### src/rtl/mme_pkg.sv
// Shared types and constants for the matrix multiply engine.
`timescale 1ns / 1ps

package mme_pkg;

   localparam int IDX_W  = 4;   // row / column index of the fields
   localparam int SIZE_W = 5;   // size registers
   localparam int VAL_W  = 16;  // Q8.8 element
   localparam int PROD_W = 32;  // Q16.16 product
   localparam int ACC_W  = 40;  // Q24.16 sum
   localparam int FIELD_DIM = 16;

   typedef enum logic [1:0] {
      CMD_LOAD_A  = 2'd0,
      CMD_LOAD_B  = 2'd1,
      CMD_COMPUTE = 2'd2
   } cmd_type;

   localparam logic [1:0] CSR_ROWS_A    = 2'd0;
   localparam logic [1:0] CSR_INNER_DIM = 2'd1;
   localparam logic [1:0] CSR_COLS_B    = 2'd2;

   // Controls from the sequencer to the element store.
   typedef struct packed {
      logic a_we;
      logic b_we;
      logic rd_en;
   } store_ctl_type;

   // Controls from the sequencer to the multiply-accumulate unit.
   typedef struct packed {
      logic clear;
      logic valid;
   } mac_ctl_type;

endpackage

### src/rtl/mme_mac.sv
// Shared multiply-accumulate unit: registered 16x16 product, 40-bit exact sum.
`timescale 1ns / 1ps

module mme_mac (
   input  logic                               clock,
   input  logic                               reset,
   input  mme_pkg::mac_ctl_type               ctl,
   input  logic signed [mme_pkg::VAL_W-1:0]   a,
   input  logic signed [mme_pkg::VAL_W-1:0]   b,
   output logic signed [mme_pkg::ACC_W-1:0]   acc_ff,
   output logic                               busy
);
   import mme_pkg::*;

   logic signed [PROD_W-1:0] product_ff;
   logic                     prod_valid_ff;
   logic signed [ACC_W-1:0]  acc_in;

   always_comb begin
      acc_in = acc_ff;
      if (ctl.clear) begin
         acc_in = '0;
      end else if (prod_valid_ff) begin
         acc_in = acc_ff + ACC_W'(product_ff);
      end
   end

   always_ff @(posedge clock) begin
      product_ff <= a * b;
      acc_ff     <= acc_in;
   end

   always_ff @(posedge clock) begin
      if (reset) begin
         prod_valid_ff <= 1'b0;
      end else begin
         prod_valid_ff <= ctl.valid;
      end
   end

   assign busy = prod_valid_ff;

endmodule

### config.mk
export PLATFORM = sky130hd
export DESIGN_NAME = mme_mac
export DESIGN_NICKNAME = d
export VERILOG_FILES = /design/src/rtl/mme_pkg.sv /design/src/rtl/mme_mac.sv
export SDC_FILE = /design/constraint.sdc
export NUM_CORES = 1
export LEC_CHECK = 0
export BUFFER_PORTS_ARGS = -buffer_cell sky130_fd_sc_hd__buf_2
export CORE_MARGIN = 1.5
export CORE_UTILIZATION = 35
export CTS_CLUSTER_SIZE = 40
export DETAILED_ROUTE_END_ITERATION = 8
export HOLD_SLACK_MARGIN = 0.08
export PLACE_DENSITY = 0.49
export SYNTH_ARGS = -nofsm -noshare
export SYNTH_HDL_FRONTEND = slang
export SYNTH_SLANG_ARGS = --single-unit
### constraint.sdc
create_clock -name clock -period 6.1 [get_ports clock]
set_input_delay 0.305 -clock clock [delete_from_list [all_inputs] [get_ports clock]]
set_output_delay 0.305 -clock clock [all_outputs]
set_load 0.01 [all_outputs]
* Yosys cells after proc, flatten, opt, wreduce, memory -nomap -nowiden
Cells that the tools add are included. W data, S select, Z words.
Cells by class: $add $sub $neg 1, multipliers 1, div/mod/pow operators 0, magnitude comparators 0, eq/ne operators 0, shifts and indexed selects 0, muxes and demuxes 0, bitwise logic cells 0, reduce and logical (&&, ||, !) cells 0
Operator list (count):
- $add A40 B32 Y40 | 1
- $mul A16 B16 Y32 | 1
Storage, ports and cells: flip-flop bits (word level) 73, latch bits 0, RAM bits 0, memory bits (read-only) 0, output and inout bits 41, memories kept 0

* Logic depth before layout (Yosys ltp)
depth in word-level cells 1, gate-level depth with buffers 23

* Worst setup path before layout
Ideal clock, no wire load.
kind in2reg, start point input a[15] (netlist bit), end point register product_ff[31], data arrival time 5.803 ns, required time 6.028 ns, setup slack 0.225 ns, cell stages on the path 21, cell sequence clkbuf_1 -> nand2_1 -> inv_1 -> fa_1 -> fa_1 -> fa_1 -> fa_1 -> fa_1 -> inv_1 -> fa_1 -> inv_1 -> ha_1 -> clkbuf_1 -> nand4_1 -> nor2_1 -> a221o_1 -> a32o_1 -> a211oi_2 -> o31ai_1 -> a21oi_1 -> xnor2_1
On the way: longest elaborated chain between the ends 1
Ends and longest elaborated chain:
- from (decl) | RTL line mme_mac.sv:8 | input logic signed [mme_pkg::VAL_W-1:0] a,
- $mul A16 B16 Y32 | RTL line mme_mac.sv:29 | product_ff <= a * b;
- to (signal assigned) | RTL line mme_mac.sv:29
- to (decl) | RTL line mme_mac.sv:15 | logic signed [PROD_W-1:0] product_ff;
Every way passes these cells. A chain may end at the register's enable or synchronous reset.

* Worst setup path after layout
start point input b[1] (netlist bit), end point register product_ff[30]
On the way: longest elaborated chain between the ends 1
Ends and longest elaborated chain:
- from (decl) | RTL line mme_mac.sv:9 | input logic signed [mme_pkg::VAL_W-1:0] b,
- $mul A16 B16 Y32 | RTL line mme_mac.sv:29
Every way passes these cells.

==> flow_summary.json <==
{
  "synthCells": 1550,
  "synth.cell_area_um2": 14100,
  "crit_required_ns": 6.31,
  "ys_top_cells_by_area": "fa_1, ha_1, dfxtp_1, inv_1, and2_1",
  "final_layout_size_suffix_gt1_share_pct": 9.94,
  "die_x_um": 204,
  "cts_tree": "built",
  "async_flop_share_pct": 0,
  "area_growth_pct": 10.9,
  "via_per_inst": 4.76,
  "rrSetupSlack_ns": 2.91,
  "antenna_cells": 0,
  "worstHoldStart": "reset",
  "io_buffer_count": 76,
  "rsz0062_at_grt": "false",
  "htreeDepth": 3,
  "rows": 73,
  "clock_skew_ns": 0.0108,
  "r2r-start": "acc_ff[0]",
  "finalHoldViolCount": 0,
  "worst_hold_slack_ns": 0.106,
  "endpoint_kind": "flop",
  "grtUsageTotal_pct": 17.0,
  "yosys_warnings": 0,
  "clk_pin_slew_ns": 0.06,
  "finalMaxSlewViolations": 0,
  "wl_per_cell_um": 15.6,
  "crit_type": "input port to flop",
  "vias": 10300,
  "grt_max_degree": 51,
  "cts.sinks": 73,
  "ant_nets": 0,
  "ys_ff_latch": 73,
  "final_area_um2": 15600,
  "worst_hold_path.num_cells": 2,
  "syn_nets": 1970,
  "clockRootBuffer": "clkbuf_16",
  "synth_top_area_share_pct": 37.3,
  "fin_nets": 2055,
  "initial_core_util_pct": 35.5,
  "placed_cell_area_um2": 15300,
  "drc_errors": 0,
  "fmax_ghz": 0.174,
  "drt_pass1_iterations": 4,
  "numCtsBuffers": 9,
  "outcome": "complete, no violations",
  "maxCapViolCount": 0,
  "cts_hold_buf": 0,
  "cp-start-kind": "input port",
  "synth_ff_type": "dfxtp_1",
  "hp-class": "input port to flop",
  "fin_crit_ns": 5.74,
  "setup_viol": 0,
  "dp_hpwl_um": 29400,
  "dieArea_um2": 41500,
  "rr_endpoint": "acc_ff[36]",
  "io_pins": 77,
  "fillerInstances": 4013,
  "yosysTopAreaCell": "fa_1",
  "cts_max_path_buffers": 2,
  "grt_pass1_vias": 10800,
  "die-height_um": 204,
  "synth_edf_count": 0,
  "avgSynthCellArea_um2": 9.10,
  "fin_crit_sh_pct": 94.1,
  "cp.arrival_ns": 5.95,
  "crit_path_max_fanout": 8,
  "maxSlewHeadroom_pct": 34.1,
  "cts.repair.resized": 0,
  "tightest_slew_ns": 0.989,
  "antenna_found_initial": 0,
  "grt_pass1_wl_um": 56900,
  "grt-ovfl-total": 0,
  "rr_worst_depth": 12,
  "clkLatencyLatePin_ns": 0.34,
  "core_region_area_um2": 39700,
  "min_to": "busy",
  "wirelength_um": 33700,
  "ys_seq_area_share_pct": 10.4,
  "ys_types": 70,
  "routabilityCongestion": 0.856,
  "post_cts_buffers": 0,
  "drtIter0Drc": 341
}
## cell families (layout without fill, tap and decap cells)
logic type      after synthesis  in the layout  share of synthesized area (%)
compound gates              212            212                           10.6
flops                        73             73                           10.4
fa+ha+maj                   384            384                           48.1
buf+inv                     351            441                           9.38
xor+xnor                     64             64                           3.97
mux                          27             27                           1.93
simple gates                439            439                           15.7
## how the worst max path moves through the flow
stage	slack, ns	startpoint	endpoint	depth (start not counted)
floorplan	0.23	a[15]	product_ff[31]	21
global placement	0.02	b[1]	product_ff[30]	21
detailed placement	-0.01	b[1]	product_ff[30]	21
CTS	0.35	b[1]	product_ff[30]	21
global route	0.05	b[1]	product_ff[30]	21
finish	0.36	b[1]	product_ff[30]	21
## synth_stat cells, types with 6 or more instances
| cell | instances |
|---|---|
| nand2b_1 | 17 |
| nor3b_1 | 8 |
| mux2i_1 | 25 |
| xor2_1 | 17 |
| nor3_1 | 8 |
| ha_1 | 121 |
| a21o_1 | 40 |
| clkbuf_1 | 45 |
| nand2_1 | 146 |
| fa_1 | 263 |
| o21a_1 | 8 |
| a21oi_1 | 59 |
| nand3_1 | 22 |
| nor2_1 | 70 |
| o21bai_1 | 6 |
| dfxtp_1 | 73 |
| nor2b_1 | 8 |
| and3_1 | 8 |
| xnor2_1 | 47 |
| o211ai_1 | 6 |
| and2_1 | 129 |
| o21ai_0 | 25 |
| a31oi_1 | 6 |
| a211o_1 | 6 |
| inv_1 | 297 |
| o22ai_1 | 6 |
| a211oi_1 | 6 |
## routing by layer
layer	vias to the layer above	global-route usage, %	routed length, µm	share of wire [%]
met1	5073	24.8	17400	52
li1	5031	-	-	-
met2	172	27.8	15000	45
met4	0	2.88	311	0.92
met3	24	1.17	974	2.9
met5	-	0	0	0
## critical path: stages
cell      delay (ns)
buf_2           0.17
nand2_1         0.13
inv_1           0.09
fa_1            0.77
fa_1            0.50
fa_1            0.53
fa_1            0.52
fa_1            0.49
inv_1           0.05
fa_1            0.47
inv_1           0.04
ha_1            0.31
a21o_1          0.19
a21o_1          0.17
a21oi_1         0.14
o21ai_0         0.13
a21o_1          0.19
a31o_2          0.23
a211oi_1        0.23
o21ai_0         0.13
xor2_1          0.15
## metrics by stage
step | util (%) | std cells | setup WS (ns) | TNS, ns
2_1_floorplan | - | 1550 | 0.225 | 0
3_5_place_dp | 38.6 | 2149 | -0.00961 | -0.0131
6_report | 39.4 | 2165 | 0.361 | 0
3_3_place_gp | 38.6 | 2149 | 0.0228 | 0
4_1_cts | 39.4 | 2165 | 0.353 | 0
5_1_grt | 39.4 | 2165 | 0.0522 | 0
## cells in the final DEF (no fill, tap or decap), drive strengths merged, types with 9 or more instances in the layout
cell / n
clkbuf: 11
mux2i: 25
xnor2: 47
fa: 263
nor2: 70
nor2b: 9
nand2: 146
buf: 128
o21ai: 30
a21o: 40
dfxtp: 73
nor3b: 9
nand3: 22
ha: 121
xor2: 17
and2: 129
nand2b: 17
inv: 297
a21oi: 60
a211oi: 9
## registers in the layout, summed over array words and instances (netlist names)
signal and flops:
acc_ff 40, busy 1, product_ff 32
## layout make-up
class                   instances  area [µm²]  share of cell area (%)
inverters                     297        1110                    7.12
clock buffers                  11         243                    1.55
clock inverters                 5        78.8                   0.504
multi-input cells            1126       11300                    72.3
repair buffers                128         771                    4.93
well taps                     525         657                    4.20
flip-flops and latches         73        1460                    9.35
Power is left out: the tool's default activity adds up to more than one toggle a clock period on the data nets, which glitch-free logic cannot reach.
